===== src/sab_pkg.sv =====
// ----------------------------------------------------------------------------
// Stack ALU package
// Shared widths, opcode and status codes, and divider request/response types.
// ----------------------------------------------------------------------------
package sab_pkg;

  localparam int unsigned DATA_W  = 32;
  localparam int unsigned COUNT_W = 7;
  localparam int unsigned OP_W    = 3;
  localparam int unsigned STS_W   = 2;

  localparam logic [OP_W-1:0] OP_PUSH = 3'd0;
  localparam logic [OP_W-1:0] OP_ADD  = 3'd1;
  localparam logic [OP_W-1:0] OP_SUB  = 3'd2;
  localparam logic [OP_W-1:0] OP_MUL  = 3'd3;
  localparam logic [OP_W-1:0] OP_DIV  = 3'd4;
  localparam logic [OP_W-1:0] OP_MOD  = 3'd5;

  localparam logic [STS_W-1:0] STS_OK      = 2'd0;
  localparam logic [STS_W-1:0] STS_SHORT   = 2'd1;
  localparam logic [STS_W-1:0] STS_DIVZERO = 2'd2;
  localparam logic [STS_W-1:0] STS_FULL    = 2'd3;

  typedef struct packed {
    logic              start;
    logic [DATA_W-1:0] dividend;
    logic [DATA_W-1:0] divisor;
  } div_req_t;

  typedef struct packed {
    logic              done;
    logic [DATA_W-1:0] quotient;
    logic [DATA_W-1:0] remainder;
  } div_rsp_t;

endpackage


===== src/stack_alu_binary_ops.sv =====
// ----------------------------------------------------------------------------
// Stack ALU with binary operations
// Bounded stack of 32-bit signed integers with push, add, sub, mul, div, mod.
//
// Input stream: tuser carries the opcode, tdata the value to push. Every
// accepted transaction yields exactly one output transaction carrying the
// status in tuser and the top of stack and entry count in tdata.
// Push, errors and unused opcodes finish in the accept cycle.
// add, sub and mul read the second entry from the stack RAM (registered read)
// and finish in the next cycle.
// div and mod run through the radix-2 divider, one bit per cycle.
// The output register frees the input side: a new transaction is taken while
// a result waits, and if the receiver stalls a finished result is held in a
// status register until the output register is free, while the input stalls.
// The cached top of stack is the right operand; the RAM holds all entries.
// Reset empties the stack at once; RAM contents are not cleared.
// ----------------------------------------------------------------------------
module stack_alu_binary_ops
  import sab_pkg::*;
#(
  parameter int unsigned STACK_DEPTH = 64
) (
  input  logic                clk_i,
  input  logic                rst_ni,
  input  logic                s_axis_tvalid_i,
  output logic                s_axis_tready_o,
  input  logic [DATA_W-1:0]   s_axis_tdata_i,  // push_value[31:0]
  input  logic [OP_W-1:0]     s_axis_tuser_i,  // opcode[2:0]
  output logic                m_axis_tvalid_o,
  input  logic                m_axis_tready_i,
  output logic [39:0]         m_axis_tdata_o,  // top_value[31:0], stack_count[38:32], zero
  output logic [STS_W-1:0]    m_axis_tuser_o   // status[1:0]
);

  localparam int unsigned PW = $clog2(STACK_DEPTH + 1);
  localparam int unsigned AW = $clog2(STACK_DEPTH);

  localparam logic [1:0] S_IDLE = 2'd0;
  localparam logic [1:0] S_READ = 2'd1;
  localparam logic [1:0] S_DIV  = 2'd2;
  localparam logic [1:0] S_HOLD = 2'd3;

  logic [1:0]         state_q, state_d;
  logic [PW-1:0]      sp_q, sp_d;
  logic [DATA_W-1:0]  top_q, top_d;
  logic [OP_W-1:0]    op_q, op_d;
  logic [STS_W-1:0]   sts_q, sts_d;
  logic               m_valid_q, m_valid_d;
  logic [DATA_W-1:0]  out_top_q, out_top_d;
  logic [COUNT_W-1:0] out_cnt_q, out_cnt_d;
  logic [STS_W-1:0]   out_sts_q, out_sts_d;

  logic               s_fire;
  logic               out_free;
  logic               fin;
  logic [STS_W-1:0]   fin_sts;
  logic               load;
  logic               we;
  logic [AW-1:0]      waddr;
  logic [DATA_W-1:0]  wdata;
  logic               re;
  logic [PW-1:0]      sp_below;
  logic [DATA_W-1:0]  left;
  logic [DATA_W-1:0]  alu_res;
  div_req_t           div_req;
  div_rsp_t           div_rsp;

  assign s_axis_tready_o = (state_q == S_IDLE);
  assign s_fire          = s_axis_tvalid_i && s_axis_tready_o;
  assign out_free        = !m_valid_q || m_axis_tready_i;
  assign sp_below        = sp_q - PW'(2);

  sab_ram #(
    .WIDTH (DATA_W),
    .DEPTH (STACK_DEPTH)
  ) u_stack_ram (
    .clk_i   (clk_i),
    .we_i    (we),
    .waddr_i (waddr),
    .wdata_i (wdata),
    .re_i    (re),
    .raddr_i (sp_below[AW-1:0]),
    .rdata_o (left)
  );

  sab_divider u_divider (
    .clk_i  (clk_i),
    .rst_ni (rst_ni),
    .req_i  (div_req),
    .rsp_o  (div_rsp)
  );

  always_comb begin
    case (op_q)
      OP_ADD:  alu_res = left + top_q;
      OP_SUB:  alu_res = left - top_q;
      OP_MUL:  alu_res = left * top_q;
      default: alu_res = left + top_q;
    endcase
  end

  always_comb begin
    state_d          = state_q;
    sp_d             = sp_q;
    top_d            = top_q;
    op_d             = op_q;
    sts_d            = sts_q;
    fin              = 1'b0;
    fin_sts          = STS_OK;
    load             = 1'b0;
    we               = 1'b0;
    waddr            = sp_below[AW-1:0];
    wdata            = alu_res;
    re               = 1'b0;
    div_req.start    = 1'b0;
    div_req.dividend = left;
    div_req.divisor  = top_q;

    case (state_q)
      S_IDLE: begin
        if (s_fire) begin
          case (s_axis_tuser_i)
            OP_PUSH: begin
              fin = 1'b1;
              if (sp_q == PW'(STACK_DEPTH)) begin
                fin_sts = STS_FULL;
              end else begin
                we    = 1'b1;
                waddr = sp_q[AW-1:0];
                wdata = s_axis_tdata_i;
                sp_d  = sp_q + PW'(1);
                top_d = s_axis_tdata_i;
              end
            end
            OP_ADD, OP_SUB, OP_MUL, OP_DIV, OP_MOD: begin
              if (sp_q < PW'(2)) begin
                fin     = 1'b1;
                fin_sts = STS_SHORT;
              end else if ((s_axis_tuser_i == OP_DIV || s_axis_tuser_i == OP_MOD)
                           && top_q == '0) begin
                fin     = 1'b1;
                fin_sts = STS_DIVZERO;
              end else begin
                re      = 1'b1;
                op_d    = s_axis_tuser_i;
                state_d = S_READ;
              end
            end
            default: fin = 1'b1;
          endcase
        end
      end
      S_READ: begin
        if (op_q == OP_DIV || op_q == OP_MOD) begin
          div_req.start = 1'b1;
          state_d       = S_DIV;
        end else begin
          fin   = 1'b1;
          we    = 1'b1;
          sp_d  = sp_q - PW'(1);
          top_d = alu_res;
        end
      end
      S_DIV: begin
        if (div_rsp.done) begin
          fin   = 1'b1;
          we    = 1'b1;
          wdata = (op_q == OP_DIV) ? div_rsp.quotient : div_rsp.remainder;
          sp_d  = sp_q - PW'(1);
          top_d = wdata;
        end
      end
      S_HOLD: begin
        if (out_free) begin
          load    = 1'b1;
          fin_sts = sts_q;
          state_d = S_IDLE;
        end
      end
      default: state_d = S_IDLE;
    endcase

    if (fin) begin
      if (out_free) begin
        load    = 1'b1;
        state_d = S_IDLE;
      end else begin
        sts_d   = fin_sts;
        state_d = S_HOLD;
      end
    end
  end

  always_comb begin
    m_valid_d = m_valid_q && !m_axis_tready_i;
    out_top_d = out_top_q;
    out_cnt_d = out_cnt_q;
    out_sts_d = out_sts_q;
    if (load) begin
      m_valid_d = 1'b1;
      out_sts_d = fin_sts;
      out_top_d = (sp_d != '0) ? top_d : '0;
      out_cnt_d = COUNT_W'(sp_d);
    end
  end

  always_ff @(posedge clk_i or negedge rst_ni) begin
    if (!rst_ni) begin
      state_q   <= S_IDLE;
      sp_q      <= '0;
      m_valid_q <= 1'b0;
    end else begin
      state_q   <= state_d;
      sp_q      <= sp_d;
      m_valid_q <= m_valid_d;
    end
  end

  always_ff @(posedge clk_i) begin
    top_q     <= top_d;
    op_q      <= op_d;
    sts_q     <= sts_d;
    out_top_q <= out_top_d;
    out_cnt_q <= out_cnt_d;
    out_sts_q <= out_sts_d;
  end

  assign m_axis_tvalid_o = m_valid_q;
  assign m_axis_tuser_o  = out_sts_q;
  assign m_axis_tdata_o  = {1'b0, out_cnt_q, out_top_q};

`ifndef SYNTHESIS
  a_push_grows: assert property (@(posedge clk_i) disable iff (!rst_ni)
    s_fire && s_axis_tuser_i == OP_PUSH && sp_q != PW'(STACK_DEPTH)
    |=> sp_q == $past(sp_q) + PW'(1))
    else $error("push did not grow the stack");

  a_div_done_in_wait: assert property (@(posedge clk_i) disable iff (!rst_ni)
    div_rsp.done |-> state_q == S_DIV)
    else $error("divider finished outside its wait state");

  a_count_matches: assert property (@(posedge clk_i) disable iff (!rst_ni)
    $rose(m_valid_q) |-> m_axis_tdata_o[38:32] == COUNT_W'(sp_q))
    else $error("reported count differs from stack pointer");

  a_depth_bound: assert property (@(posedge clk_i) disable iff (!rst_ni)
    state_q == S_READ |-> sp_q >= PW'(2) && !s_axis_tready_o)
    else $error("operand read with a short stack");
`endif

endmodule


===== src/sab_ram.sv =====
// ----------------------------------------------------------------------------
// Generic RAM
// One write port and one read port with a registered read.
// ----------------------------------------------------------------------------
module sab_ram #(
  parameter int unsigned WIDTH = 32,
  parameter int unsigned DEPTH = 64
) (
  input  logic                     clk_i,
  input  logic                     we_i,
  input  logic [$clog2(DEPTH)-1:0] waddr_i,
  input  logic [WIDTH-1:0]         wdata_i,
  input  logic                     re_i,
  input  logic [$clog2(DEPTH)-1:0] raddr_i,
  output logic [WIDTH-1:0]         rdata_o
);

  logic [WIDTH-1:0] mem_q [DEPTH];
  logic [WIDTH-1:0] rdata_q;

  always_ff @(posedge clk_i) begin
    if (we_i) begin
      mem_q[waddr_i] <= wdata_i;
    end
    if (re_i) begin
      rdata_q <= mem_q[raddr_i];
    end
  end

  assign rdata_o = rdata_q;

endmodule


===== src/sab_divider.sv =====
// ----------------------------------------------------------------------------
// Stack ALU divider
// Signed radix-2 restoring divider, one quotient bit per cycle, truncating
// toward zero; the remainder takes the sign of the dividend.
// ----------------------------------------------------------------------------
module sab_divider
  import sab_pkg::*;
(
  input  logic     clk_i,
  input  logic     rst_ni,
  input  div_req_t req_i,
  output div_rsp_t rsp_o
);

  localparam int unsigned CNT_W = $clog2(DATA_W);

  logic              busy_q, busy_d;
  logic              done_q, done_d;
  logic [CNT_W-1:0]  cnt_q, cnt_d;
  logic [DATA_W-1:0] quo_q, quo_d;
  logic [DATA_W-1:0] rem_q, rem_d;
  logic [DATA_W-1:0] dsr_q, dsr_d;
  logic              neg_q_q, neg_q_d;
  logic              neg_r_q, neg_r_d;
  logic [DATA_W:0]   trial;
  logic [DATA_W:0]   diff;
  logic              fits;

  always_comb begin
    trial   = {rem_q, quo_q[DATA_W-1]};
    diff    = trial - {1'b0, dsr_q};
    fits    = trial >= {1'b0, dsr_q};
    busy_d  = busy_q;
    done_d  = 1'b0;
    cnt_d   = cnt_q;
    quo_d   = quo_q;
    rem_d   = rem_q;
    dsr_d   = dsr_q;
    neg_q_d = neg_q_q;
    neg_r_d = neg_r_q;
    if (req_i.start) begin
      busy_d  = 1'b1;
      cnt_d   = '0;
      rem_d   = '0;
      quo_d   = req_i.dividend[DATA_W-1] ? (DATA_W'(0) - req_i.dividend) : req_i.dividend;
      dsr_d   = req_i.divisor[DATA_W-1] ? (DATA_W'(0) - req_i.divisor) : req_i.divisor;
      neg_q_d = req_i.dividend[DATA_W-1] ^ req_i.divisor[DATA_W-1];
      neg_r_d = req_i.dividend[DATA_W-1];
    end else if (busy_q) begin
      rem_d = fits ? diff[DATA_W-1:0] : trial[DATA_W-1:0];
      quo_d = {quo_q[DATA_W-2:0], fits};
      cnt_d = cnt_q + CNT_W'(1);
      if (cnt_q == CNT_W'(DATA_W - 1)) begin
        busy_d = 1'b0;
        done_d = 1'b1;
      end
    end
  end

  always_ff @(posedge clk_i or negedge rst_ni) begin
    if (!rst_ni) begin
      busy_q <= 1'b0;
      done_q <= 1'b0;
      cnt_q  <= '0;
    end else begin
      busy_q <= busy_d;
      done_q <= done_d;
      cnt_q  <= cnt_d;
    end
  end

  always_ff @(posedge clk_i) begin
    quo_q   <= quo_d;
    rem_q   <= rem_d;
    dsr_q   <= dsr_d;
    neg_q_q <= neg_q_d;
    neg_r_q <= neg_r_d;
  end

  assign rsp_o.done      = done_q;
  assign rsp_o.quotient  = neg_q_q ? (DATA_W'(0) - quo_q) : quo_q;
  assign rsp_o.remainder = neg_r_q ? (DATA_W'(0) - rem_q) : rem_q;

endmodule


===== config.mk =====
export PLATFORM = sky130hd
export DESIGN_NAME = stack_alu_binary_ops
export DESIGN_NICKNAME = d
export VERILOG_FILES = /design/src/sab_pkg.sv /design/src/stack_alu_binary_ops.sv /design/src/sab_ram.sv /design/src/sab_divider.sv
export SDC_FILE = /design/constraint.sdc
export NUM_CORES = 2
export LEC_CHECK = 0
export BUFFER_PORTS_ARGS = -buffer_cell sky130_fd_sc_hd__buf_2
export CAP_MARGIN = 20
export CORE_AREA = 4 4 582 469
export CTS_CLUSTER_SIZE = 10
export DETAILED_ROUTE_END_ITERATION = 12
export DIE_AREA = 0 0 586 473
export PLACE_DENSITY = 0.54
export SYNTH_ARGS = -nofsm -noshare
export SYNTH_HDL_FRONTEND = slang
export SYNTH_HIERARCHICAL = 1
export SYNTH_SLANG_ARGS = --single-unit

===== constraint.sdc =====
create_clock -name clk_i -period 12.65 [get_ports clk_i]
set_input_delay 1.8975 -clock clk_i [delete_from_list [all_inputs] [get_ports clk_i]]
set_output_delay 1.8975 -clock clk_i [all_outputs]
set_load 0.05 [all_outputs]

==> results.md <==
- The run finished with clean final reports.
- During I/O placement, the number of pins put on the boundary was 83.
- The detailed router placed 66366 vias in this run.
- The net count of the mapped netlist is 7849.
- The first-pass iteration count of the detailed router is 8.
- The setup skew after layout is 52.74 ps.
- The congestion estimate from routability-driven global placement came to 0.9520.
- Setup repair after global routing left no endpoint under its margin.
- The later pin in the worst-skew pair is clocked with a latency of about 830 ps.
- The maximum single-stage delay on the critical path is 640 ps.
- The max-slew violation total from the final report came to 0.
- The total global routing track utilization is 25.14%.
- The category of the worst setup path capture point is a flip-flop.
- The via count of the first global-routing pass came to 65797.
- The mapped netlist covers 111700 um2.
- Timing would allow up to 109.5 MHz.
- The number of different library cells in the post-synthesis netlist is slightly below 100.
- The headroom to the max-slew limit is 18.72%.
- The sequential cell area fraction in the yosys report is roughly three fifths.
- In this run the clock root is driven by a clkbuf_16.
- At the placement stage, the worst setup path has a slack of around 3600 ps.
- The largest net degree at the start of global routing is 117.
- The arrival time of data at the critical path endpoint is 9620 ps.
- The die span in y is 473 um.
- The most numerous cell type found on the critical path is fa_1.
- TritonCTS built the clock tree.
- The most used flip-flop cell after synthesis is edfxtp_1.
- For this run, the number of Yosys warnings is 6.
- The number of fill cells in the layout is between 20000 and 25000.
- For this design, the CTS-stage hold fixing added 0 buffers.
- The number of standard cells after synthesis is 7197.
- The deepest level of the CTS H-tree is 5.
- The post-detailed-route count of antenna-violating nets is 0.
- The critical path goes through buf_4 -> nand2_1 -> fa_1 -> fa_1 -> fa_1 -> inv_1 -> fa_1 -> fa_1 -> fa_1 -> fa_1 -> fa_1 -> ha_1 -> a21o_1 -> a21o_1 -> a21oi_1 -> o21ai_0 -> o41a_1 -> o21a_1 -> nor3_1 -> nor2_1 -> o21ai_4 -> buf_4.
- In this run the worst path has a maximum fanout of 66.
- The number of enable flip-flop cells after synthesis is 2192.
- After floorplanning, the core was sized to cover 267200 um2.
- In this run, synthesis produced a sequential element count of between 2000 and 2500.
- The total number of placement rows is 170.
- The start-to-end type of the worst setup path is reg -> reg.
- Cells with a size suffix above 1 make up 17.87% of the layout.
- The mean instance size in the synthesized netlist is 15.52 um2.
- STA classifies the critical path startpoint as a flip-flop.
- The cell with the biggest individual delay on the critical path is dfxtp_1.
- Subtracting the final worst setup slack from the clock period gives 9135 ps.
- The count of endpoints failing hold in the final timing report is 0.
- In this run the horizontal extent of the chip is 586 um.
- The final-report setup violation count is 0.
- The detailed placer's ending HPWL is roughly 220000 um.
- The DRC violations left is 0.
- The count of max-cap constraint violations is 0.
- Relative to the synthesized area, the layout overhead comes to 11.82%.
- The wire length reported by the detailed router is 350200 um.
- Once the floorplan was initialized, standard cells occupied 41.81% of the core.
- The area enclosed by the die boundary is 277200 um2.
- Buffers added to address setup during post-CTS repair amount to 0.
- The number of antenna violations at the first check in global routing was 31.
- The total global routing overflow is 0.
- The slew of the pin with the lowest slew margin is 1219 ps.
- The worst path meets setup with 3515 ps of slack.
- The fraction of the core area covered by cells at the end of the flow is 46.75%.
- The detailed router finished its first iteration with ~8500 violations.
- No sink is reached through more buffers than the 4 on the longest clock path.
- The type of the worst min-delay path is reg -> reg.
- The count of buffers added on input and output ports is 81.
- Of all flip-flops after synthesis, the portion carrying an async set or reset was less than 1%.
- The final critical path takes up 72.21% of the cycle.
- The first global-routing pass estimated 497900 um of wire.
- The clock net in this run drives a total of 2273 sinks.
- After clock tree synthesis, the clock-pin slew on the worst setup and hold paths is 60 ps.
- The post-cts resize count is 0.
- In the final timing run, aggregate negative setup slack is 0 ps.
- The average detailed-routed wire length per instance is 31.92 um.
- The number of clock buffers inserted by TritonCTS is around 280.
- The net count of the finished layout is 8027.
- The required time of the critical path is 13140 ps.
- The average vias per placed instance is 6.048.
-- cell usage after synthesis, types with 24 or more instances --
cell,number,share of area (%)
buf_4,30,0.20
o22ai_1,104,0.58
fa_1,410,7.3
mux2i_1,156,1.4
and2_1,316,1.8
nor3_1,63,0.28
or3_1,25,0.14
buf_1,39,0.13
nand3_1,41,0.18
ha_1,203,2.3
o21ai_0,176,0.79
nand2_1,453,1.5
dfxtp_1,64,1.1
o31ai_1,46,0.31
a21o_1,40,0.27
xnor2_1,203,1.6
a211oi_1,38,0.26
buf_2,61,0.27
mux4_2,544,11
edfxtp_1,2192,59
a31oi_1,32,0.18
a21oi_1,291,1.3
or4_1,24,0.16
o221ai_1,38,0.30
xor2_1,73,0.57
nor2_1,357,1.2
nor2b_1,40,0.22
nand2b_1,38,0.21
inv_1,471,1.6
clkbuf_1,267,0.90
-- final timing paths --
path / start / to / slack (ps) / cells past startpoint
worst max-delay path: top_q[9] / u_stack_ram/mem_q[20][30] / 3520 / 22
worst min-delay path: u_divider/cnt_q[4] / u_divider/cnt_q[4] / 550 / 2
max in group asynchronous: rst_ni / sp_q[0] / 11190 / 1
worst min register to register: u_divider/cnt_q[4] / u_divider/cnt_q[4] / 550 / 2
min in group asynchronous: rst_ni / state_q[0] / 1040 / 1
worst max register to register: top_q[9] / u_stack_ram/mem_q[20][30] / 3520 / 22
-- per-layer routing --
metal  GRT usage (%)  vias up  wire [um]
li1                -    27407          -
met1           38.74    35361     156500
met2           36.53     3113     152100
met3           5.271      483      33000
met4           5.826        2       8561
met5               0        -         13
-- cells by family after synthesis --
logic type | count (synthesis) | synth area share [%]
adder cells (fa/ha/maj) | 613 | 9.622
multiplexers | 711 | 12.48
flip-flops | 2273 | 60.46
XOR/XNOR | 278 | 2.209
buffers and inverters | 877 | 3.164
AO/OA/AOI/OAI | 968 | 5.526
AND/OR/NAND/NOR | 1476 | 6.540
other | 1 | 0.003357
-- registers in the layout, indices dropped and copies added (netlist names), 2 cells and up --
| name | cells |
|---|---|
| u_divider/rem_q | 32 |
| u_divider/quo_q | 32 |
| top_q | 32 |
| u_stack_ram/rdata_o | 32 |
| m_axis_tuser_o | 2 |
| state_q | 2 |
| out_top_q | 32 |
| op_q | 3 |
| u_divider/cnt_q | 5 |
| sts_q | 2 |
| sp_q | 7 |
| u_stack_ram/mem_q | 2048 |
| out_cnt_q | 7 |
| u_divider/dsr_q | 32 |
-- worst max-delay path, delay by kind of cell (launching register included) --
kind | cells | cell delay (ps)
and+or+nand+nor | 3 | 850
buffers and inverters | 3 | 1080
AOI/OAI and AO/OA | 7 | 1770
DFF | 1 | 640
adders and majority gates | 9 | 4340
-- layout make-up --
cell class,instances,area [um2],area share (%)
Inverter,472,1787,1.430
Clock inverter,21,158.9,0.1272
Sequential cell,2273,67540,54.07
Timing Repair Buffer,306,2252,1.803
Clock buffer,313,7226,5.785
Antenna cell,16,40.04,0.03206
Tap cell,3526,4412,3.532
Multi-Input combinational cell,4047,41490,33.22
-- layout by cell type, fill, tap and decap left out, types with 39 or more instances in the layout --
cell type,instances
buf_4,211
a21o_1,39
nand3_1,39
fa_1,410
nor2_4,67
o22ai_1,104
nor3_1,61
ha_1,202
inv_1,469
o31ai_1,46
clkbuf_16,284
nand2_1,444
dfxtp_1,63
edfxtp_1,2192
xnor2_1,203
xor2_1,70
mux4_2,544
nor2b_1,40
buf_2,83
a21oi_1,290
nor2_1,289
and2_1,316
mux2i_1,156
o21ai_0,161
-- through the flow --
stage	hold slack, ps	instance area, um2	cells
after floorplan	493.1	111700	7197
after global placement	510.2	117300	10615
after detailed placement	526.5	117400	10620
after CTS	551.1	124800	10954
after global routing	587.9	124900	10961
final	550.8	124900	10974
Power is not shown: default switching activity piles up to over one toggle a cycle in this logic, so the estimate is an artifact.
